===== src/rtl/els_ram.sv =====
// Generic single write port RAM with one registered read port.
module els_ram #(
  parameter int WIDTH = 8,
  parameter int DEPTH = 16
) (
  input  logic                     clk_i,
  input  logic                     we_i,
  input  logic [$clog2(DEPTH)-1:0] waddr_i,
  input  logic [WIDTH-1:0]         wdata_i,
  input  logic                     re_i,
  input  logic [$clog2(DEPTH)-1:0] raddr_i,
  output logic [WIDTH-1:0]         rdata_o
);

  logic [WIDTH-1:0] mem_q [DEPTH];
  logic [WIDTH-1:0] rdata_q;

  always_ff @(posedge clk_i) begin
    if (we_i) begin
      mem_q[waddr_i] <= wdata_i;
    end
    if (re_i) begin
      rdata_q <= mem_q[raddr_i];
    end
  end

  assign rdata_o = rdata_q;

endmodule


===== config.mk =====
export PLATFORM = sky130hd
export DESIGN_NAME = els_ram
export DESIGN_NICKNAME = d
export VERILOG_FILES = /design/src/rtl/els_ram.sv
export SDC_FILE = /design/constraint.sdc
export NUM_CORES = 1
export LEC_CHECK = 0
export BUFFER_PORTS_ARGS = -buffer_cell sky130_fd_sc_hd__buf_2
export CORE_ASPECT_RATIO = 1.75
export CORE_MARGIN = 5
export CORE_UTILIZATION = 60
export CTS_BUF_LIST = sky130_fd_sc_hd__clkbuf_16
export DETAILED_ROUTE_END_ITERATION = 8
export GPL_TIMING_DRIVEN = 0
export PLACE_DENSITY = 0.78
export SYNTH_ARGS = -nofsm -noshare
export SYNTH_HDL_FRONTEND = slang
export SYNTH_SLANG_ARGS = --single-unit
export TNS_END_PERCENT = 10

===== constraint.sdc =====
create_clock -name clk_i -period 1.7 [get_ports clk_i]
set_input_delay 0 -clock clk_i [delete_from_list [all_inputs] [get_ports clk_i]]
set_output_delay 0 -clock clk_i [all_outputs]
set_load 0.01 [all_outputs]

Yosys cells after proc, flatten, opt, wreduce, memory -nomap -nowiden
Memory sizes are Yosys's and may differ from the RTL's. A register that Yosys moved wholly into a read port is not among the register bits.
Index checks and enable logic that the tools add are counted.

storage, ports and cells
  output and inout bits = 8
  memory bits (read-only) = 0
  memories = 1
  memory bits (writable) = 128
  word-level logic and storage cells = 3
  flip-flop bits (word level) = 0
  bits in latches = 0
  input bits = 19

memory list
  memory  words  bits a word  read ports  clocked after memory_dff  wr ports  line  text
  mem_q   16     8            1           1                         1         15    logic [WIDTH-1:0] mem_q [DEPTH];

operators by class
  bitwise operators = 0
  $add $sub $neg = 0
  equality and inequality tests = 0
  order comparisons = 0
  multipliers = 0
  shifts and indexed selects = 0
  divide/modulo/power cells = 0
  reductions and logical operators = 0
  multiplexer cells = 2

operators by type and width
  kind              number
  1-bit 2-to-1 mux  2

Longest topological paths before layout
Gate-level depths: netlist of run 1.

  depth in word-level cells = 2
  depth in mapped cells = 5
  depth with buffers taken out = 3

Worst setup path before layout of run 1
OpenSTA, ideal clock, no wires.

  path kind = input to register
  start point = input waddr_i[2]
  end point = memory mem_q[0][0] (enable)
  data required time = 1.317 ns
  slack = 0.207 ns
  arrival time = 1.110 ns
  buffers on the path = 0
  setup time = 0.383 ns
  cell stages on the path = 2
  cells stage by stage = or3b_2 > nor3_1

RTL lines
  what         line  text
  from (decl)  8     input logic [$clog2(DEPTH)-1:0] waddr_i,
  to (decl)    15

No word-level cell before the write port.

Final worst setup path of run 1
  start point = input waddr_i[2]
  end point = memory mem_q[0][0] (enable)

No word-level cell before the write port.

==> key figures, run 1 <==
Run status
  • Status: finished, final reports clean

Timing
  • Final Hold Vio Count: 0
  • Fin crit share: 0.939
  • Max Slew Vio Count: 0
  • Final setup vio count: 0
  • Slew @ Worst Pin: 1.28 ns
  • Clock Skew: around 0.0066 ns
  • Rel. slew slack: 0.138
  • Post-layout minimum cycle time: between 1.5 and 2 ns
  • Max Clk Rate: 627 MHz
  • RSZ-0062 raised after global routing: false

Pwr
  • Sw power: about 0.0015 W
  • Cell-internal power: 0.00589 W
  • Clock network power share: 0.433
  • Pleak: 2.06 nW
  • Cell area power density: 1210 mW/mm^2
  • Combinational power share: 0.050
  • Reg power frac: 0.517
  • VDD IR max: about 0.0012 V
  • Switching share of total power: 0.199

Critical path
  • Worst-path fanout max: 8
  • Worst EP required: around 1.7 ns
  • Slowest stage cell on the critical path: nor3_1
  • CP Capture Type: flop
  • Family with the most delay on the worst path: simple AND/OR/NAND/NOR gates
  • WP data arrival: 1.61 ns
  • CP max stage delay: between 0.9 and 1 ns
  • Worst path bufs/invs: 1
  • Critical path startpoint category: input pin
  • WS Path Type: input pin to flop
  • Crit path cell chain: buf_2 -> or3b_2 -> nor3_1

Synthesis
  • Adder-cell share of the synthesized area: 0
  • Main combinational cell family by area after synthesis: multiplexers
  • XOR/XNOR Fraction of Synth Area: 0
  • Largest area contributor in the netlist: edfxtp_1
  • Post-synthesis compound-gate area fraction: 0.0230
  • Synth area leaders: edfxtp_1 78%, mux4_2 7.8%, mux4_1 7.0%
  • Post-Synthesis Cells: 229
  • Post-Syn Area per Cell: approximately 23 um^2
  • Simple logic cell fraction of the synthesized area: 0.0314
  • Synth Cell Area: around 0.0052 mm^2
  • Yosys cell types: 18
  • Fraction of synthesized area in multiplexers: 0.148
  • YS warnings: 0
  • Post-synth top area share: 0.781
  • Syn_nets: roughly 250
  • Register bit total from synthesis: 136
  • Sequential share of the synthesized area: 0.781

Clock network
  • Clk Tree Root Cell: clkbuf_16
  • Clock transition at path regs: ~0.06 ns
  • # Post-CTS Setup Buffers: 0
  • Max Buffers Root-to-Sink: 2
  • Worst skew pair latency: a little over 0.4 ns
  • CTS Sinks: around 140
  • Post-CTS sizing: 0
  • Htree depth: 4
  • CTS tree: done
  • CTS Buf Count: 17

Placement
  • GPL Wtd Cong: roughly 0.84
  • Post-DP HPWL: approximately 6300 um
  • IO Port Bufs: 25
  • Placed Area: roughly 0.0055 mm^2

Drt
  • Via density: around 6.0
  • ANT nets after route: 0
  • DR DRC count: 0
  • Via count: 2458
  • DR WL/cell: 24.5 um
  • 1st-pass router iterations: 5
  • Drt total wl: just over 10000 um
  • DRT iter0 DRCs: around 270

Die
  • Rows: 45
  • Ports: 27
  • Die height: 133 um
  • Die footprint: approximately 0.011 mm^2
  • Chip Width: between 80 and 90 um
  • Core area: 0.00861 mm^2
  • Initial Util: 0.607

GRT
  • First-pass GRT wire length: 14900 um
  • Total GRT Usage: 0.208
  • Pin count of the biggest net entering global routing: 17
  • Antenna violations before repair: 0
  • Total gr overflow: 0
  • Vias in the first global route: roughly 2500

Finish
  • N_diodes: 0
  • Most frequent cells in the layout: 136 x edfxtp_1, 28 x buf_2, 18 x mux4_2
  • Final Util: 0.708
  • Finished Cell Area: between 0.006 and 0.007 mm^2
  • Area grow syn2layout: 16.7%
  • Fraction of layout cells with a size suffix above 1: 0.272
  • Nets: 300
  • Most common cell after layout, fill and taps aside: edfxtp_1

Min path
  • Hold WC Path Type: input pin to flop

Run
  • MaxCap Viol Count: 0
## cell type report
class	instances	area [um^2]
sequential	136	4080
fill	492	2510
multi-input combinational	83	1060
clock buffer	17	425
timing repair buffer	33	205
tap	117	146
clock inverter	15	95.1
buffer	10	86.3
## metal layers
layer	global-route usage	vias to the layer above	part of all wire
li1	-	1089	-
met1	0.241	1243	0.36
met2	0.355	109	0.56
met3	0.0656	17	0.057
met4	0.0836	0	0.024
met5	0	-	0
## synthesized netlist by cell type
master             n
edfxtp_1         136
mux4_2            18
a22oi_1           16
mux4_1            14
nor2_1            13
nand2_1            9
nor3_1             4
buf_2              3
buf_6              3
clkdlybuf4s25_2    3
nand2b_1           2
nand3b_1           2
and2_1             1
and2b_1            1
buf_4              1
nand3_1            1
nor2b_1            1
or3b_2             1
## cells by family after synthesis
family / Yosys count
and+or+nand+nor: 35
DFF: 136
buffers and inverters: 10
AOI/OAI and AO/OA: 16
muxes: 32
## registers in the layout, indices dropped and copies added, names as in the netlist
name,cells
mem_q,128
rdata_o,8
## metrics by stage
step           power [W]  std cells  worst slack (ns)  hold slack, ns  setup TNS (ns)
2_1_floorplan    0.00406        229             0.207          0.0989               0
3_3_place_gp     0.00421        371            -0.367           0.329           -3.95
3_5_place_dp     0.00422        371            -0.330           0.337           -3.54
4_1_cts          0.00737        411            0.0931         0.00157               0
5_1_grt          0.00762        411            0.0516          0.0210               0
6_report         0.00736        411             0.104         0.00596               0
## power by group through the flow
stage                     clock (W)  combinational, W  sequential (W)
after floorplan                   0          0.000191         0.00387
after global placement            0          0.000346         0.00386
after detailed placement          0          0.000355         0.00387
after CTS                   0.00320          0.000371         0.00380
after global routing        0.00342          0.000394         0.00380
final                       0.00319          0.000369         0.00380
## final timing paths
kind	end	slack, ns	cells after the start	from
setup reg to reg	rdata_o[1]	0.13	3	mem_q[1][1]
hold / removal	mem_q[3][3]	0.006	1	wdata_i[3]
hold reg to reg	rdata_o[2]	0.77	3	mem_q[14][2]
setup / recovery	mem_q[0][0]	0.10	3	waddr_i[2]
## timing repair
| item | in CTS | in global routing |
|---|---|---|
| endpoints found under the hold margin | 93 | 0 |
| endpoints found under the setup margin | 0 | 0 |
| hold buffers | 8 | 0 |
No activity file was read; power rests on OpenSTA's default activity.
==> run 2, diff against run 1 <==
Settings changed: REMOVE_ABC_BUFFERS from default to 1.
==> run 2 against run 1 <==
Against the previous run: flip-flop and latch count unchanged; worst setup slack improved by 0.077 ns; highest routed layer unchanged; register-to-register slack gained 0.05 ns; clock power is 6% lower; combinational power decreased by 7.6%; worst hold slack gained 0.12 ns; non-clock buffer count shrank 8; via count is 2.6% lower.
==> key figures, run 2 (synthesis results as in run 1) <==
Finish
  • Multi-input gate area: 0.00107 mm^2 (was 0.00106 mm^2)
  • Most common cell after layout, fill and taps aside: edfxtp_1 (unchanged)
  • Most frequent cells in the layout: 136 x edfxtp_1, 25 x buf_2, 18 x mux4_2 (was 136 x edfxtp_1, 28 x buf_2, 18 x mux4_2)
  • Nets: 292 (was 300)
  • N_diodes: 0 (unchanged)
  • Max FFs per register: 128 (unchanged)
  • Fraction of layout cells with a size suffix above 1: 0.254 (was 0.272)
  • Post-route insts no fill: 401 (was 411)
  • Finished Cell Area: 0.00602 mm^2 (was 0.00610 mm^2)
  • Reg area: 0.00408 mm^2 (unchanged)
  • Area grow syn2layout: 15.2% (was 16.7%)
  • Reg with most FFs: mem_q (unchanged)
  • Filler cell count: 503 (was 492)

Die
  • Die footprint: 0.0108 mm^2 (unchanged)
  • Core area: 0.00861 mm^2 (unchanged)
  • Die height: 133 um (unchanged)
  • Chip Width: 80.6 um (unchanged)
  • Ports: 27 (unchanged)
  • Rows: 45 (unchanged)
  • Initial Util: 0.607 (unchanged)

Placement
  • IO Port Bufs: 26 (was 25)
  • GPL Wtd Cong: 0.695 (was 0.841)
  • Placed Cells: 362 (was 371)
  • Post-DP HPWL: 5750 um (was 6250 um)
  • Placed Area: 0.00543 mm^2 (was 0.00550 mm^2)

Drt
  • Via density: 5.97 (was 5.98)
  • ANT nets after route: 0 (unchanged)
  • Drt total wl: 9150 um (was 10100 um)
  • DR DRC count: 0 (unchanged)
  • DR WL/cell: 22.8 um (was 24.5 um)
  • 1st-pass router iterations: 5 (unchanged)
  • DRT iter0 DRCs: 202 (was 273)
  • Via count: 2394 (was 2458)

Clock network
  • Clock transition at path regs: 0.05 ns (was 0.06 ns)
  • CTS tree: done (unchanged)
  • Worst skew pair latency: 0.40 ns (was 0.41 ns)
  • Htree depth: 4 (unchanged)
  • Max Buffers Root-to-Sink: 2 (unchanged)
  • CTS Sinks: 136 (unchanged)
  • CTS Buf Count: 17 (unchanged)
  • Clk Tree Root Cell: clkbuf_16 (unchanged)

Run status
  • Status: finished, final reports clean (unchanged)

GRT
  • Total gr overflow: 0 (unchanged)
  • Vias in the first global route: 2523 (was 2533)
  • Pin count of the biggest net entering global routing: 33 (was 17)
  • First-pass GRT wire length: 14300 um (was 14900 um)
  • Total GRT Usage: 0.194 (was 0.208)
  • Antenna violations before repair: 0 (unchanged)

Critical path
  • R2R depth: 3 (unchanged)
  • Worst EP required: 1.83 ns (was 1.72 ns)
  • Slowest stage cell on the critical path: mux4_1 (was nor3_1)
  • Crit path cell chain: mux4_1 -> a22oi_1 -> nand2_1 (was buf_2 -> or3b_2 -> nor3_1)
  • CP Capture Type: flop (unchanged)
  • Critical path startpoint category: flop (was input pin)
  • CP max stage delay: 0.50 ns (was 0.97 ns)
  • Worst-path fanout max: 1 (was 8)
  • WS Path Type: flop to flop (was input pin to flop)
  • WP data arrival: 1.65 ns (was 1.61 ns)

Timing
  • Post-layout minimum cycle time: 1.52 ns (was 1.60 ns)
  • Final Hold Vio Count: 0 (unchanged)
  • Fin crit share: 0.893 (was 0.939)
  • Rel. slew slack: 0.108 (was 0.138)
  • Slew @ Worst Pin: 1.33 ns (was 1.28 ns)
  • RSZ-0062 raised after global routing: false (unchanged)
  • Clock Skew: 0.00719 ns (was 0.00665 ns)
  • Max Clk Rate: 659 MHz (was 627 MHz)
  • Max Slew Vio Count: 0 (unchanged)
  • Final setup vio count: 0 (unchanged)

Pwr
  • Pleak: 2.00 nW (was 2.06 nW)
  • Cell area power density: 1190 mW/mm^2 (was 1210 mW/mm^2)
  • Total power draw: 0.00714 W (was 0.00736 W)
  • VDD IR max: 0.00110 V (was 0.00119 V)

Min path
  • Hold WC Path Type: input pin to flop (unchanged)
  • WHS Path Cells: 2 (was 1)

Run
  • MaxCap Viol Count: 0 (unchanged)
-- run 2: layout make-up --
class / count / area share
repair buffers: 35 / 0.0370
clock inverters: 13 / 0.0116
flip-flops and latches: 136 / 0.678
multi-input cells: 83 / 0.178
well taps: 117 / 0.0243
clock buffers: 17 / 0.0707
-- run 2: where the power goes --
group	total [W]	internal (W)	switching (W)
Clock	0.00300	0.00180	0.00120
Combinational	0.000341	0.000144	0.000197
Sequential	0.00380	0.00378	0.0000159
-- run 2: what timing repair did --
item	in CTS	in global routing
resized for setup	1	0
hold endpoints to repair	136	0
setup buffers	0	0
hold buffers	9	0
setup endpoints to repair	2	0
-- run 2: path summary, 6_finish.rpt --
kind	from	to	slack (ns)
setup / recovery	mem_q[1][0]	rdata_o[0]	0.18
hold / removal	waddr_i[0]	mem_q[4][1]	0.12
setup reg to reg	mem_q[1][0]	rdata_o[0]	0.18
hold reg to reg	mem_q[14][3]	rdata_o[3]	0.74
-- run 2: stage by stage --
stage | worst slack (ns) | util | TNS, ns | hold slack (ns)
after floorplan | 0.207 | - | 0 | 0.0989
after global placement | -0.491 | 0.629 | -10.94 | 0.333
after global routing | 0.132 | 0.699 | 0 | 0.127
after CTS | 0.185 | 0.699 | 0 | 0.105
final | 0.182 | 0.699 | 0 | 0.122
after detailed placement | -0.437 | 0.631 | -5.86 | 0.337
-- run 2: critical path: cells and delay by family (launching register included) --
| family | cells | cell delay, ns |
|---|---|---|
| simple gates | 1 | 0.13 |
| compound gates | 1 | 0.29 |
| mux | 1 | 0.50 |
| flops | 1 | 0.34 |
-- run 2: per-layer routing --
layer / track usage / wire length [um] / vias to the layer above
met3: 0.0474 / 487 / 10
met4: 0.0874 / 127 / 0
met2: 0.334 / 5170 / 101
li1: - / - / 1068
met1: 0.226 / 3360 / 1215
met5: 0 / 0 / -
==> run 3, diff against run 2 <==
Settings changed: ABC_AREA from default to 1.
==> run 3 against run 2 <==
Against the previous run: the run now ends with negative hold slack left; synthesized cell count up 140%; count of clock-buffer cells in the layout unchanged; worst hold slack worse by 0.12 ns; fmax up 2.0%; via count up 58%; combinational power up 28%; cell count up 77%; critical path type is now input pin to flop; largest power group is now clock.
==> key figures, run 3 <==
Pwr
  • Cell area power density: 1240 mW/mm^2 (was 1190 mW/mm^2)
  • Pleak: 2.86 nW (was 2.00 nW)
  • VDD IR max: 0.00116 V (was 0.00110 V)
  • Total power draw: 0.00828 W (was 0.00714 W)

Synthesis
  • Post-Syn Area per Cell: 10.6 um^2 (was 22.8 um^2)
  • Register bit total from synthesis: 136 (unchanged)
  • Post-synth top cells: 173 x nand2_1, 136 x edfxtp_1, 100 x inv_1, 97 x nand3_1, 17 x nor2_1 (was 136 x edfxtp_1, 18 x mux4_2, 16 x a22oi_1, 14 x mux4_1, 13 x nor2_1)
  • Largest area contributor in the netlist: edfxtp_1 (unchanged)
  • Synth area leaders: edfxtp_1 70%, nand2_1 11%, nand3_1 8.3% (was edfxtp_1 78%, mux4_2 7.8%, mux4_1 7.0%)
  • Sequential share of the synthesized area: 0.698 (was 0.781)
  • Post-Synthesis Cells: 551 (was 229)
  • YS warnings: 0 (unchanged)
  • Synth Cell Area: 0.00585 mm^2 (was 0.00523 mm^2)
  • Yosys cell types: 11 (was 18)
  • Post-synth top area share: 0.698 (was 0.781)
  • Main synth FF type: edfxtp_1 (unchanged)
  • Post-synth ARST share: 0 (unchanged)
  • Post-synth EDFFs: 136 (unchanged)
  • Most common cell in the netlist: nand2_1 (was edfxtp_1)

Drt
  • ANT nets after route: 0 (unchanged)
  • DR WL/cell: 17.1 um (was 22.8 um)
  • Drt total wl: 12200 um (was 9150 um)
  • DRT iter0 DRCs: 272 (was 202)
  • 1st-pass router iterations: 7 (was 5)
  • Via density: 5.33 (was 5.97)
  • DR DRC count: 0 (unchanged)
  • Via count: 3792 (was 2394)

Die
  • Die footprint: 0.0119 mm^2 (was 0.0108 mm^2)
  • Initial Util: 0.614 (was 0.607)
  • Rows: 47 (was 45)
  • Chip Width: 84.6 um (was 80.6 um)
  • Ports: 27 (unchanged)
  • Core area: 0.00953 mm^2 (was 0.00861 mm^2)
  • Die height: 141 um (was 133 um)

Clock network
  • Clock transition at path regs: 0.06 ns (was 0.05 ns)
  • Htree depth: 4 (unchanged)
  • CTS tree: done (unchanged)
  • # Post-CTS Setup Buffers: 0 (unchanged)
  • Worst skew pair latency: 0.42 ns (was 0.40 ns)
  • CTS Sinks: 136 (unchanged)
  • Max Buffers Root-to-Sink: 2 (unchanged)
  • CTS Buf Count: 17 (unchanged)
  • Clk Tree Root Cell: clkbuf_16 (unchanged)

Run
  • MaxCap Viol Count: 0 (unchanged)

Placement
  • IO Port Bufs: 26 (unchanged)
  • Post-DP HPWL: 7480 um (was 5750 um)
  • GPL Wtd Cong: 0.798 (was 0.695)
  • Placed Cells: 675 (was 362)

Timing
  • Rel. slew slack: 0.396 (was 0.108)
  • Max Clk Rate: 672 MHz (was 659 MHz)
  • Final Hold Vio Count: 2 (was 0)
  • Final setup vio count: 0 (unchanged)
  • Clock Skew: 0.00553 ns (was 0.00719 ns)
  • WHS: -0.0000404 ns (was 0.122 ns)
  • Max Slew Vio Count: 0 (unchanged)
  • Slew @ Worst Pin: 0.902 ns (was 1.33 ns)
  • Fin crit share: 0.876 (was 0.893)
  • TNS Setup: 0 ns (unchanged)
  • RSZ-0062 raised after global routing: false (unchanged)
  • Post-layout minimum cycle time: 1.49 ns (was 1.52 ns)

GRT
  • Total GRT Usage: 0.223 (was 0.194)
  • Antenna violations before repair: 0 (unchanged)
  • Pin count of the biggest net entering global routing: 66 (was 33)
  • First-pass GRT wire length: 19600 um (was 14300 um)
  • Vias in the first global route: 3877 (was 2523)
  • Total gr overflow: 0 (unchanged)

Finish
  • Reg with most FFs: mem_q (unchanged)
  • Most common cell after layout, fill and taps aside: nand2_1 (was edfxtp_1)
  • Post-route insts no fill: 711 (was 401)
  • Max FFs per register: 128 (unchanged)
  • Area grow syn2layout: 14.0% (was 15.2%)
  • Most frequent cells in the layout: 173 x nand2_1, 136 x edfxtp_1, 101 x inv_1 (was 136 x edfxtp_1, 25 x buf_2, 18 x mux4_2)
  • Nets: 595 (was 292)
  • N_diodes: 0 (unchanged)
  • Fraction of layout cells with a size suffix above 1: 0.0968 (was 0.254)

Critical path
  • Worst-path fanout max: 65 (was 1)
  • WS Path Type: input pin to flop (was flop to flop)
  • WP data arrival: 1.67 ns (was 1.65 ns)
  • FF-to-FF Start: mem_q[5][6] (was mem_q[1][0])
  • Critical path startpoint category: input pin (was flop)
  • Crit. Startpoint: raddr_i[0] (was mem_q[1][0])
  • CP Capture Type: flop (unchanged)
  • Worst EP required: 1.88 ns (was 1.83 ns)

Min path
  • Hold WC Path Type: input pin to flop (unchanged)
  • Worst Hold Launch: wdata_i[0] (was waddr_i[0])

Run status
  • Status: complete, but fails checks (was finished, final reports clean)
  • Failing checks: negative hold slack
run 3: changes by cell type after synthesis, moves of 10 or more:
cell and change:
a22oi_1 -16, buf_2 +10, inv_1 +100, mux4_1 -14, mux4_2 -18, nand2_1 +164, nand3_1 +96
run 3: worst paths after layout:
check | to | slack (ns) | cells past startpoint
max | rdata_o[7] | 0.21 | 8
max reg2reg | rdata_o[6] | 0.44 | 6
min reg2reg | rdata_o[1] | 0.75 | 6
min | mem_q[10][0] | -0.00004 | 1
run 3: logic make-up after synthesis:
kind of cell | share of synthesized area
DFF | 0.698
and+or+nand+nor | 0.208
buffers and inverters | 0.0939
run 3: final cells by class:
class	count	area, um^2
repair buffers	30	173
clock inverters	15	233
fillers	687	2860
inverters	102	385
multi-input cells	289	1210
flip-flops and latches	136	4080
well taps	122	153
clock buffers	17	425
run 3: worst max-delay path: stages:
cell and delay (ns):
buf_4 0.53, inv_4 0.43, nand2_1 0.15, nand2_1 0.07
nand2_1 0.07, nand3_1 0.12, nand3_1 0.13, nand2_1 0.06
run 3: routing by layer:
metal  wire length, um  share of wire  GRT usage  vias to the layer above
li1                  -              -          -                     1832
met1              4410           0.36      0.254                     1773
met2              6580           0.54      0.387                      152
met3               720          0.059     0.0479                       35
met4               454          0.037      0.122                        0
met5                 0              0          0                        -
run 3: per-stage QoR:
step                      worst slack, ns  hold WS [ns]  utilization  area (um^2)
after detailed placement           -0.959         0.349        0.626         5960
after CTS                          0.0122       0.00119        0.700         6660
after floorplan                     0.579        0.0989            -         5680
after global routing                0.113        0.0154        0.700         6670
after global placement             -0.887         0.330        0.626         5960
final                               0.211    -0.0000404        0.700         6670
run 3: where the power goes:
group / internal, W / switching, W / leakage [nW]
Sequential: 0.00378 / 0.0000179 / 1.24
Combinational: 0.000120 / 0.000319 / 1.31
Clock: 0.00272 / 0.00132 / 0.315
run 3: what timing repair did:
action                                  in CTS  in global routing
hold endpoints to repair                    47                  0
hold buffers                                 4                  0
resized for setup                            1                  2
pin swaps                                    0                  0
endpoints found under the setup margin       8                  8
