**config.mk**
```make
export PLATFORM = sky130hd
export DESIGN_NAME = els_div
export DESIGN_NICKNAME = d
export VERILOG_FILES = /design/src/rtl/els_pkg.sv /design/src/rtl/els_div.sv
export SDC_FILE = /design/constraint.sdc
export NUM_CORES = 1
export LEC_CHECK = 0
export ABC_AREA = 1
export BUFFER_PORTS_ARGS = -buffer_cell sky130_fd_sc_hd__buf_4
export CAP_MARGIN = 5
export CORE_MARGIN = 8
export CORE_UTILIZATION = 48
export CTS_CLUSTER_SIZE = 8
export DETAILED_ROUTE_END_ITERATION = 6
export PLACE_DENSITY = 0.76
export SETUP_SLACK_MARGIN = 0.4
export SLEW_MARGIN = 30
export SYNTH_ARGS = -nofsm -noshare
export SYNTH_HDL_FRONTEND = slang
export SYNTH_SLANG_ARGS = --single-unit
```
**constraint.sdc**
```tcl
create_clock -name clk_i -period 4.1 [get_ports clk_i]
set_input_delay 0.205 -clock clk_i [delete_from_list [all_inputs] [get_ports clk_i]]
set_output_delay 0.205 -clock clk_i [all_outputs]
set_load 0.05 [all_outputs]
```
**src/rtl/els_pkg.sv**
```systemverilog
// Shared constants, codes and widths for the easy leaf sum block.
package els_pkg;

  localparam int CNT_W = 13;
  localparam int PRM_W = 17;
  localparam int IDX_W = 16;
  localparam int VAL_W = 17;
  localparam int SUM_W = 48;
  localparam int WORD_W = 64;

  localparam int COUNT_TABLE_SIZE_DEF = 65536;
  localparam int PRIME_TABLE_SIZE_DEF = 8192;

  localparam logic [1:0] OP_PI_WRITE    = 2'd0;
  localparam logic [1:0] OP_PRIME_WRITE = 2'd1;
  localparam logic [1:0] OP_COMPUTE     = 2'd2;

  localparam logic [1:0] REG_X_VALUE = 2'd0;
  localparam logic [1:0] REG_Y_LIMIT = 2'd1;
  localparam logic [1:0] REG_Z_LIMIT = 2'd2;

endpackage

```
**src/rtl/els_div.sv**
```systemverilog
// Restoring divider, 64-bit dividend by a prime-sized divisor, one bit per cycle.
module els_div import els_pkg::*; (
  input  logic              clk_i,
  input  logic              rst_ni,
  input  logic              start_i,
  input  logic [WORD_W-1:0] dividend_i,
  input  logic [PRM_W-1:0]  divisor_i,
  output logic              done_o,
  output logic [WORD_W-1:0] quot_o
);

  logic              busy_q;
  logic              done_q;
  logic [5:0]        cnt_q;
  logic [WORD_W-1:0] num_q;
  logic [PRM_W-1:0]  rem_q;
  logic [PRM_W-1:0]  den_q;
  logic [PRM_W:0]    shifted;
  logic [PRM_W+1:0]  diff;

  assign shifted = {rem_q, num_q[WORD_W-1]};
  assign diff    = {1'b0, shifted} - {2'b00, den_q};

  always_ff @(posedge clk_i or negedge rst_ni) begin
    if (!rst_ni) begin
      busy_q <= 1'b0;
      done_q <= 1'b0;
      cnt_q  <= '0;
    end else begin
      done_q <= 1'b0;
      if (start_i) begin
        busy_q <= 1'b1;
        cnt_q  <= '0;
        num_q  <= dividend_i;
        den_q  <= divisor_i;
        rem_q  <= '0;
      end else if (busy_q) begin
        if (!diff[PRM_W+1]) begin
          rem_q <= diff[PRM_W-1:0];
          num_q <= {num_q[WORD_W-2:0], 1'b1};
        end else begin
          rem_q <= shifted[PRM_W-1:0];
          num_q <= {num_q[WORD_W-2:0], 1'b0};
        end
        cnt_q <= cnt_q + 6'd1;
        if (cnt_q == 6'd63) begin
          busy_q <= 1'b0;
          done_q <= 1'b1;
        end
      end
    end
  end

  assign done_o = done_q;
  assign quot_o = num_q;

endmodule

```
# Word level (Yosys, flattened, before mapping)
# Index checks and enable logic that the tools add are counted.
[word_totals] register_bits=106 inputBits=84 wordCells=25
[classes] mux=13 reduce_logical=3 add_sub_neg=2 n_eq_ne=1
[ops] cell="2-to-1 mux 64 bit" n=2
[ops] cell="2-to-1 mux 17 bit" n=2
[ops] cell="subtractor 18 x 17 -> 19 bit" n=1
[ops] cell="2-to-1 mux 6 bit" n=2
[ops] cell="2-to-1 mux 1 bit" n=7
[ops] cell="adder 6 x 1 -> 6 bit (second input constant)" n=1
[ops] cell="== test 6 bit (second input constant)" n=1
[ops] cell="AND reduction 2 bit" n=2
[ops] cell="nonzero test 2 bit" n=1

# Longest topological paths before layout
# Gate-level depths: netlist (run 1).
[logic_depth] depth_word=4 ltp_mapped=15

# Worst setup path before layout (run 1)
# Ideal clock, no wire load.
[synth_timing] kind="flip-flop to flip-flop" startpoint="register busy_q" endpoint="register num_q[0], in the netlist quot_o[0] (enable)" arrival_ns=3.379 path_stages_with_launch=4 t_required_ns=3.614 path_slack_ns=0.235 path_buffers=1 setup_time_ns=0.486 period_less_slack_ns=3.865 cell_sequence="dfrtp_1 -> nor2_1 -> buf_4 -> nor2_1"
[synth_via] elab_chain_len=2
[synth_lines] element="from (decl)" line_no="els_div.sv:12" text="logic busy_q;"
[synth_lines] element="from (signal assigned)" line_no="els_div.sv:26" text="busy_q <= 1'b0;"
[synth_lines] element="from (signal assigned)" line_no="els_div.sv:32" text="busy_q <= 1'b1;"
[synth_lines] element="from (signal assigned)" line_no="els_div.sv:47" text="busy_q <= 1'b0;"
[synth_lines] element="nonzero test 2 bit (no source line)"
[synth_lines] element="AND reduction 2 bit (no source line)"
[synth_lines] element="to (signal assigned)" line_no="els_div.sv:34" text="num_q <= dividend_i;"
[synth_lines] element="to (signal assigned)" line_no="els_div.sv:40" text="num_q <= {num_q[WORD_W-2:0], 1'b1};"
[synth_lines] element="to (signal assigned)" line_no="els_div.sv:43" text="num_q <= {num_q[WORD_W-2:0], 1'b0};"
[synth_lines] element="to (decl)" line_no="els_div.sv:15" text="logic [WORD_W-1:0] num_q;"
# Every way passes these cells.
# A chain may end at the register's enable or synchronous reset.

# Worst setup path in the final report (run 1)
[layout_timing] startpoint="register rem_q[10]" endpoint="register rem_q[0], data pin"
[layout_via] elab_chain_len=3
[layout_lines] element="from (decl)" line_no="els_div.sv:16" text="logic [PRM_W-1:0] rem_q;"
[layout_lines] element="from (signal assigned)" line_no="els_div.sv:39" text="rem_q <= diff[PRM_W-1:0];"
[layout_lines] element="from (signal assigned)" line_no="els_div.sv:42" text="rem_q <= shifted[PRM_W-1:0];"
[layout_lines] element="subtractor 18 x 17 -> 19 bit" line_no="els_div.sv:22" text="assign diff = {1'b0, shifted} - {2'b00, den_q};"
[layout_lines] element="2-to-1 mux 17 bit" line_no="els_div.sv:38" text="if (!diff[PRM_W+1]) begin"
[layout_lines] element="2-to-1 mux 17 bit" line_no="els_div.sv:37" text="end else if (busy_q) begin"
# Every way passes these cells.

==> reports/results.txt, run 1 <==
Run status - completed
Mean cell area of the mapped netlist - 8.580 um2
Switching power as a share of total power - 32.75%
Number of CTS-inserted buffers - 9
Async S/R FF share, synth - 7.547%
Power per unit of standard cell area - 418.4 mW/mm2
Sw Pwr - 0.9972 mW
Count of different cell masters after synthesis - 37
Detailed-route vias per instance - 5.033
Proportion of netlist area held by the largest area contributor - 50.89%
Reg2Reg Setup Slack - 1.49 ns
Count of flip-flops with a built-in enable after synthesis - 98
Worst path required time - 4.29 ns
Area used by multi-input combinational logic - 0.002228 mm2
FP Rows - 40
Antenna Cells - 0
Critical path peak fanout - 16
Largest cells by area after synthesis - sky130_fd_sc_hd__edfxtp_1 51%, sky130_fd_sc_hd__nand2_1 21%, sky130_fd_sc_hd__inv_1 4.7%
Library cell with the largest summed area after synthesis - sky130_fd_sc_hd__edfxtp_1
Register area share after synthesis - 54.35%
Number of cell instances on the worst register-to-register path - 10
Number of detailed-route iterations in the first pass - 4
Critical path endpoint category - flip-flop
Total cell area at the placement stage - 0.006977 mm2
H-Tree Depth - 3
Total core area - 0.01191 mm2
Synth top cells by count - 321 x sky130_fd_sc_hd__nand2_1, 98 x sky130_fd_sc_hd__edfxtp_1, 73 x sky130_fd_sc_hd__inv_1
Count of buffers inserted at the top-level ports - 148
Placed wire-length estimate - 10940 um
Filler cells - 1037
Startpoint-to-endpoint class of the critical path - reg -> reg
Root cell of the clock tree - sky130_fd_sc_hd__clkbuf_16
Fin nets - 919
Slew margin rel. - 41.13%
Total nets after synthesis - 777
Number of top-level design ports - 149
Clock Power Share - 28.0%
DRT Wirelength - 14790 um
Wire length of the first global-routing pass - 24160 um
Static leakage - 3.655 nW
Cell Area, Synth - 0.005783 mm2
Routability cong. - 0.8884
Internal power of the cells - 2.048 mW
Power share of the combinational group - 27.7%
Number of nets still failing antenna checks after routing - 0
Final number of max-transition violations - 0
Proportion of power drawn by flip-flops and latches - 44.3%
Ratio of final minimum period to clock period - 63.73%
Share of cells above drive strength 1 - 22.66%
Leftover overflow at the end of global routing - 0
DRC violations left - 0
Startpoint of the worst setup timing path - rem_q[10]
Clock tree from TritonCTS - built
Number of synthesized register bits - 106
Initial standard-cell utilization of the core - 48.55%
Beginning of the worst register-to-register path - rem_q[10]
RSZ-0062 raised after global routing - no
Post-route cell area - 0.007277 mm2
Final Skew - 0.008221 ns
Die width - 125.8 um
Endpoint of the worst register-to-register path - rem_q[0]
Post-Route Setup TNS - 0 ns
Peak VDD IR - 279.9 uV
Storage element area - 0.003143 mm2
Initial antenna violation count - 0
Post-layout minimum cycle time - 2.613 ns
Max-cap violations - 0
Hold violation total from the final report - 0
Die Span Y - 125.8 um
Worst setup path endpoint - rem_q[0]
Total number of clock tree sinks - 106
Area growth, synth to finish - 25.83%
Data arrival, critical path - 2.80 ns
Largest net degree at the start of global routing - 71
Slew at the pin with the worst max-slew slack - 0.8798 ns
Worst-Skew Late Latency - 0.35 ns
Total power draw - 3.045 mW
Die area - 0.01582 mm2
Post-Synthesis Cells - 674
Yosys warns - 0
Routed wire per std cell - 15.28 um
Clock transition at path regs - 0.07 ns
Kind of start point of the critical path - flip-flop
Dominant cell by count in the synthesized netlist - sky130_fd_sc_hd__nand2_1
Clock buffer depth - 2
Worst min-delay path category - in -> reg
Drt initial violations - 271
Vias in the first global route - 4956
Top FF cell, synth - sky130_fd_sc_hd__edfxtp_1
PostCTS Resize Cnt - 0
Max frequency - 382.7 MHz
Final setup violation count - 0
Vias - 4872
Share of the core filled with cells - 61.09%
Overall routing resource usage - 18.89%
## cell families after synthesis
kind of cell / count (synthesis) / synth area share (%)
fa+ha+maj: 19 / 4.241
flops: 106 / 54.35
buf+inv: 96 / 7.248
compound gates: 29 / 2.769
xor+xnor: 7 / 1.060
simple gates: 417 / 30.33
## final cells by class
class	instances	area share, %
sequential	106	43.19
multi-input combinational	472	30.62
timing repair buffer	153	15.82
inverter	74	3.851
clock buffer	12	3.542
tap	147	2.528
clock inverter	4	0.4470
## cells in the final DEF, fill, tap and decap left out, drive strengths merged, types with 8 or more instances in the layout
cell type	n
inv	76
nor2	21
ha	18
nand2	327
buf	152
edfxtp	98
clkbuf	12
dfrtp	8
o21ai	10
nand3	47
a21oi	16
## per-layer routing
layer	share of wire, %	routed length, um	vias to the layer above	track usage (%)
met5	0	0	-	0
met4	1.5	227	0	5.732
met3	8.9	1323	14	8.397
met2	47	6989	159	30.74
met1	42	6247	2256	22.05
li1	-	-	2443	-
## power by group through the flow
stage	Sequential (mW)	Combinational [mW]	Clock [mW]
floorplan	1.52	0.447	0
global placement	1.37	0.831	0
detailed placement	1.37	0.845	0
CTS	1.35	0.848	0.875
global route	1.36	0.933	0.911
finish	1.35	0.845	0.852
## how the worst min path moves through the flow
stage	from	endpoint	slack (ns)	cells past startpoint
2_1_floorplan	rst_ni	busy_q	-0.09	0
3_3_place_gp	rst_ni	done_o	0.14	1
3_5_place_dp	rst_ni	done_o	0.14	1
4_1_cts	divisor_i[9]	den_q[9]	0.009	1
5_1_grt	divisor_i[12]	den_q[12]	0.007	1
6_report	divisor_i[9]	den_q[9]	0.03	1
## worst max-delay path: stages, from the launching register on
cell and delay, ns:
sky130_fd_sc_hd__edfxtp_1 0.41, sky130_fd_sc_hd__ha_1 0.39, sky130_fd_sc_hd__nand2_1 0.11, sky130_fd_sc_hd__nand2_1 0.07, sky130_fd_sc_hd__nand2_1 0.06, sky130_fd_sc_hd__nand3_1 0.10, sky130_fd_sc_hd__a21oi_2 0.58, sky130_fd_sc_hd__nand2_2 0.40
sky130_fd_sc_hd__nand2_1 0.15, sky130_fd_sc_hd__nand3_1 0.08, sky130_fd_sc_hd__o21ai_0 0.09
## timing repair
| action | in CTS | in global routing |
|---|---|---|
| hold buffers | 1 | 0 |
| buffers inserted | 0 | 0 |
| endpoints found under the hold margin | 8 | 0 |
## sequential cells by signal, summed over array words and instances, names as in the netlist
name / count
busy_q: 1
cnt_q: 6
den_q: 17
done_o: 1
quot_o: 64
rem_q: 17
## per-stage QoR
stage          setup WS, ns  instances  hold WS [ns]
4_1_cts               1.483        968      0.009396
3_3_place_gp          1.615        951        0.1410
2_1_floorplan         1.325        674      -0.09059
5_1_grt               1.296        968      0.006798
6_report              1.487        968       0.02511
3_5_place_dp          1.495        951        0.1428
Note: power is estimated with default switching activity, not from simulation.
==> run 2: changes to the inputs <==
--- a/config.mk
+++ b/config.mk
@@ -9,10 +9,10 @@
 export BUFFER_PORTS_ARGS = -buffer_cell sky130_fd_sc_hd__buf_4
 export CAP_MARGIN = 5
 export CORE_MARGIN = 8
-export CORE_UTILIZATION = 48
+export CORE_UTILIZATION = 54
 export CTS_CLUSTER_SIZE = 8
 export DETAILED_ROUTE_END_ITERATION = 6
-export PLACE_DENSITY = 0.76
+export PLACE_DENSITY = 0.81
 export SETUP_SLACK_MARGIN = 0.4
 export SLEW_MARGIN = 30
 export SYNTH_ARGS = -nofsm -noshare
==> constraint.sdc (replaced) <==
create_clock -name clk_i -period 2.5 [get_ports clk_i]
set_input_delay 0.125 -clock clk_i [delete_from_list [all_inputs] [get_ports clk_i]]
set_output_delay 0.125 -clock clk_i [all_outputs]
set_load 0.05 [all_outputs]
==> run 2 against run 1 <==
Effect of this change:
- largest cell class unchanged
- via count is 8.7% higher
- setup slack worse by 1.1 ns
- die area is 9.7% lower
- hold slack worse by 0.0035 ns
- core utilization is 16 points higher
- clock skew is 0.013 ns higher
- sequential power is 65% higher
- power is 65% higher
- first-iteration DRC count is 35% higher
- critical endpoint is now rem_q[2]
- register-to-register slack worse by 1.1 ns
- count of clock-buffer cells in the layout is 2 lower
==> reports/results.txt, run 2 (same netlist as run 1, synthesis figures left out) <==
Run status - completed
Data arrival, critical path - 2.24 ns
Critical path endpoint category - flip-flop
Max frequency - 473.8 MHz
Vias - 5295
Die area - 0.01428 mm2
Clock tree from TritonCTS - built
Total core area - 0.01037 mm2
Filler cells - 722
Leftover overflow at the end of global routing - 0
Number of CTS-inserted buffers - 9
Area growth, synth to finish - 38.30%
Endpoint of the worst register-to-register path - rem_q[2]
Drt initial violations - 365
H-Tree Depth - 3
Count of buffers inserted at the top-level ports - 148
Die width - 119.5 um
Reg2Reg Setup Slack - 0.39 ns
Slew at the pin with the worst max-slew slack - 0.7492 ns
Hold path start - dividend_i[43]
Peak VDD IR - 424.1 uV
Vias in the first global route - 5420
Power share of the combinational group - 34.7%
Static leakage - 3.898 nW
Proportion of power drawn by flip-flops and latches - 44.5%
Placed wire-length estimate - 11310 um
Worst path required time - 2.63 ns
Post-route cell area - 0.007998 mm2
FP Rows - 37
Clock transition at path regs - 0.11 ns
DRT Wirelength - 16900 um
Routability cong. - 0.9048
Commonest non-fill, non-tap cell in the layout - sky130_fd_sc_hd__nand2_1
Die Span Y - 119.5 um
Beginning of the worst register-to-register path - rem_q[5]
Slew margin rel. - 50.00%
Clock Power Share - 20.8%
Detailed-route vias per instance - 5.269
DRC violations left - 0
Worst min-delay path category - in -> reg
Critical path peak fanout - 8
Post-layout minimum cycle time - 2.111 ns
Max-cap violations - 0
Number of top-level design ports - 149
Sw Pwr - 1.731 mW
Largest net degree at the start of global routing - 66
Number of nets still failing antenna checks after routing - 0
Number of flip-flops in the largest register - 64
Post-Route Setup TNS - 0 ns
Routed wire per std cell - 16.82 um
Hold violation total from the final report - 0
Clock buffer depth - 2
Antenna Cells - 0
Root cell of the clock tree - sky130_fd_sc_hd__clkbuf_8
Overall routing resource usage - 22.48%
Number of detailed-route iterations in the first pass - 5
Commonest cells after routing, fill and taps aside - 309 x sky130_fd_sc_hd__nand2_1, 173 x sky130_fd_sc_hd__buf_4, 98 x sky130_fd_sc_hd__edfxtp_1
Hold worst-path end - quot_o[43]
Wire length of the first global-routing pass - 26050 um
Initial standard-cell utilization of the core - 55.77%
Switching power as a share of total power - 34.54%
Startpoint-to-endpoint class of the critical path - reg -> reg
Final Skew - 0.02084 ns
Total number of clock tree sinks - 106
Final setup violation count - 0
Number of cell instances on the worst register-to-register path - 11
Final number of max-transition violations - 0
Fin nets - 968
Ratio of final minimum period to clock period - 84.43%
Total cell area at the placement stage - 0.007028 mm2
RSZ-0062 raised after global routing - yes
Initial antenna violation count - 0
Number of stages on the worst hold path - 3
Share of cells above drive strength 1 - 29.80%
Kind of start point of the critical path - flip-flop
Internal power of the cells - 3.281 mW
Worst-Skew Late Latency - 0.37 ns
Power per unit of standard cell area - 626.8 mW/mm2
==> run 2: metal layers <==
layer,wire length (um),vias to the layer above,track usage (%)
li1,-,2539,-
met1,6280,2461,25.44
met2,8481,250,38.74
met3,1680,45,7.889
met4,459,0,7.572
met5,0,-,0
==> run 2: worst max path at each step <==
stage,from,endpoint,cells after the start
6_report,rem_q[5],rem_q[2],11
5_1_grt,quot_o[63],rem_q[6],12
2_1_floorplan,quot_o[63],rem_q[11],12
4_1_cts,rem_q[8],rem_q[0],11
3_3_place_gp,rem_q[8],rem_q[15],10
3_5_place_dp,quot_o[63],rem_q[2],11
==> run 2: power by group through the flow <==
stage	sequential [mW]	clock, mW	combinational (mW)
after CTS	2.22	1.06	1.54
after global placement	2.24	0	1.39
after global routing	2.24	1.12	1.89
after detailed placement	2.24	0	1.41
final	2.23	1.04	1.74
after floorplan	2.49	0	0.735
==> run 2: metrics by stage <==
stage / hold slack (ns) / instances / util (%) / worst slack, ns / total power, mW
after global routing: 0.01374 / 1005 / 77.12 / 0.3318 / 5.251
after floorplan: -0.1706 / 674 / - / 0.2646 / 3.222
final: 0.02161 / 1005 / 77.12 / 0.3892 / 5.013
after CTS: 0.009678 / 987 / 74.34 / 0.3803 / 4.824
after global placement: 0.05684 / 943 / 67.77 / 0.2798 / 3.630
after detailed placement: 0.05954 / 943 / 67.77 / 0.2168 / 3.657
==> run 2: final cells by class <==
| type | instances | area [um2] | share of cell area [%] |
|---|---|---|---|
| clock buffers | 10 | 127.6 | 1.596 |
| multi-input cells | 473 | 2571 | 32.15 |
| inverters | 74 | 280.3 | 3.504 |
| well taps | 136 | 170.2 | 2.128 |
| flip-flops and latches | 106 | 3143 | 39.30 |
| repair buffers | 201 | 1650 | 20.64 |
| clock inverters | 5 | 55.05 | 0.6884 |
==> run 2: what timing repair did <==
| action | CTS | global route |
|---|---|---|
| endpoints found under the setup margin | 18 | 18 |
| hold endpoints to repair | 26 | 0 |
| pin swaps | 4 | 20 |
| hold buffers | 19 | 0 |
| resized for setup | 30 | 32 |
| setup buffers | 9 | 15 |
| gates cloned | 1 | 3 |
==> run 2: critical path, stage by stage, from the launching register on <==
cell	delay [ns]
sky130_fd_sc_hd__edfxtp_1	0.47
sky130_fd_sc_hd__ha_4	0.35
sky130_fd_sc_hd__nand2_4	0.07
sky130_fd_sc_hd__nor2_4	0.17
sky130_fd_sc_hd__nand2_2	0.10
sky130_fd_sc_hd__nand3_4	0.13
sky130_fd_sc_hd__nand2_8	0.09
sky130_fd_sc_hd__buf_6	0.15
sky130_fd_sc_hd__nand2_4	0.12
sky130_fd_sc_hd__nand2_1	0.08
sky130_fd_sc_hd__nand3_1	0.07
sky130_fd_sc_hd__o21ai_0	0.09
==> run 3: changes to the inputs <==
==> constraint.sdc (replaced) <==
create_clock -name clk_i -period 2.1 [get_ports clk_i]
set_input_delay 0.105 -clock clk_i [delete_from_list [all_inputs] [get_ports clk_i]]
set_output_delay 0.105 -clock clk_i [all_outputs]
set_load 0.05 [all_outputs]
==> run 3 against run 2 <==
Effect of this change:
- the run now ends with negative setup slack left
- setup slack worse by 0.52 ns
- die area unchanged
- critical path type unchanged
- routed wire length up 5.9%
- flip-flop and latch count unchanged
- largest cell class unchanged
- register-to-register slack worse by 0.52 ns
- largest power group unchanged
- count of clock-buffer cells in the layout up 2
- highest routed layer unchanged
- clock skew down 0.013 ns
- final area up 1.9%
==> reports/results.txt, run 3 (same netlist as run 1, synthesis figures left out) <==
Cell type of the slowest stage on the worst timing path - sky130_fd_sc_hd__edfxtp_1
Fin nets - 995
Largest net degree at the start of global routing - 65
DRT Wirelength - 17900 um
Vias in the first global route - 5713
Number of nets still failing antenna checks after routing - 0
Internal power of the cells - 3.836 mW
Cells along the critical path - inv_2 -> ha_4 -> inv_4 -> fa_2 -> nand3_2 -> nand3_2 -> nand2_4 -> buf_2 -> nand3_2 -> nand3_1 -> o21ai_1
Vias - 5544
Detailed-route vias per instance - 5.362
Post-layout minimum cycle time - 2.228 ns
Static leakage - 3.998 nW
Share of the core filled with cells - 78.60%
Drt initial violations - 400
Peak VDD IR - 432.2 uV
Startpoint of the worst setup timing path - quot_o[63]
Crit path top cell by count - sky130_fd_sc_hd__nand3_2
Max-cap violations - 0
Die area - 0.01428 mm2
Slowest cell delay on critical path - 0.42 ns
Worst path required time - 2.21 ns
Power per unit of standard cell area - 725.8 mW/mm2
Hold violation total from the final report - 0
Sw Pwr - 2.080 mW
DRC violations left - 0
Worst-Skew Late Latency - 0.35 ns
FP Rows - 37
Ratio of final minimum period to clock period - 106.1%
Total number of clock tree sinks - 106
Filler cells - 661
Proportion of power drawn by flip-flops and latches - 44.9%
Max frequency - 448.9 MHz
Kind of start point of the critical path - flip-flop
Number of flip-flops in the largest register - 64
Area used by multi-input combinational logic - 0.002521 mm2
Commonest cells after routing, fill and taps aside - 308 x sky130_fd_sc_hd__nand2_1, 182 x sky130_fd_sc_hd__buf_4, 98 x sky130_fd_sc_hd__edfxtp_1
Number of standard cells in the layout, taps in and fillers out - 1034
Switching power as a share of total power - 35.15%
Routability cong. - 0.9474
Placed wire-length estimate - 11820 um
Clock buffer depth - 2
Area growth, synth to finish - 40.93%
Clock tree from TritonCTS - built
Initial standard-cell utilization of the core - 55.77%
Number of detailed-route iterations in the first pass - 6
Total core area - 0.01037 mm2
Final setup violation count - 9
Count of buffering cells on the critical path with inverters included - 3
Placed instance count - 957
Power share of the combinational group - 36.3%
Critical path endpoint category - flip-flop
Storage element area - 0.003144 mm2
Clock transition at path regs - 0.10 ns
Overall routing resource usage - 23.76%
Root cell of the clock tree - sky130_fd_sc_hd__clkbuf_8
Clock Power Share - 18.8%
Worst min-delay path category - in -> reg
Initial antenna violation count - 0
Hold path start - dividend_i[23]
Number of CTS-inserted buffers - 9
H-Tree Depth - 3
Data arrival, critical path - 2.33 ns
Routed wire per std cell - 17.31 um
Violated checks - negative setup slack
Critical path peak fanout - 5
Final Skew - 0.007594 ns
Commonest non-fill, non-tap cell in the layout - sky130_fd_sc_hd__nand2_1
Worst hold slack - 0.01923 ns
Final number of max-transition violations - 0
Count of buffers inserted at the top-level ports - 148
Number of top-level design ports - 149
Die Span Y - 119.5 um
Wire length of the first global-routing pass - 27360 um
Slew at the pin with the worst max-slew slack - 0.7888 ns
Die width - 119.5 um
Leftover overflow at the end of global routing - 0
Min setup slack post-route - -0.1277 ns
Top delay family on crit path - simple AND/OR/NAND/NOR gates
Slew margin rel. - 47.36%
Startpoint-to-endpoint class of the critical path - reg -> reg
Beginning of the worst register-to-register path - quot_o[63]
Run status - finished, violations left
RSZ-0062 raised after global routing - yes
Share of cells above drive strength 1 - 29.88%
## run 3: metal layers
metal	vias to the layer above	part of all wire [%]	track usage (%)
li1	2596	-	-
met1	2596	38	26.72
met2	292	50	41.01
met3	60	9.3	7.889
met4	0	3.2	9.055
met5	-	0	0
## run 3: layout make-up
cell class                      count  area share [%]
Inverter                           74           3.439
Timing Repair Buffer              229           22.94
Sequential cell                   106           38.58
Clock buffer                       12           1.658
Multi-Input combinational cell    472           30.93
Clock inverter                      4          0.3377
Tap cell                          136           2.088
Antenna cell                        1         0.03070
## run 3: repair_timing
item / CTS / global route
endpoints found under the setup margin: 18 / 18
hold buffers: 36 / 1
buffers inserted: 12 / 8
hold endpoints to repair: 43 / 1
gates resized for setup: 35 / 20
gates cloned: 2 / 1
pin swaps: 9 / 9
## run 3: worst min-delay path: cells and delay by family
family        cells  cell delay, ns
buf+inv           1            0.07
simple gates      2            0.09
## run 3: worst paths after layout
path | to | slack [ns] | depth (start not counted)
min | quot_o[23] | 0.02 | 3
max reg2reg | rem_q[4] | -0.13 | 11
max | rem_q[4] | -0.13 | 11
max in group asynchronous | busy_q | 1.49 | 3
min reg2reg | cnt_q[5] | 0.55 | 2
min in group asynchronous | cnt_q[1] | 0.33 | 3
## run 3: through the flow
step	instance area (um2)	power [mW]	setup WS (ns)	TNS, ns
6_report	8150	5.916	-0.1277	-0.2971
5_1_grt	8148	6.185	-0.1949	-1.615
4_1_cts	7978	5.738	0.05221	0
3_5_place_dp	7137	4.421	-0.1461	-0.6293
3_3_place_gp	7134	4.374	-0.07633	-0.1053
2_1_floorplan	5828	3.842	-0.1151	-1.384
## run 3: power by group through the flow
stage / Clock (mW) / Combinational [mW] / Sequential [mW]
3_5_place_dp: 0 / 1.75 / 2.67
3_3_place_gp: 0 / 1.70 / 2.67
6_report: 1.11 / 2.15 / 2.65
5_1_grt: 1.21 / 2.31 / 2.67
4_1_cts: 1.13 / 1.96 / 2.64
2_1_floorplan: 0 / 0.881 / 2.96
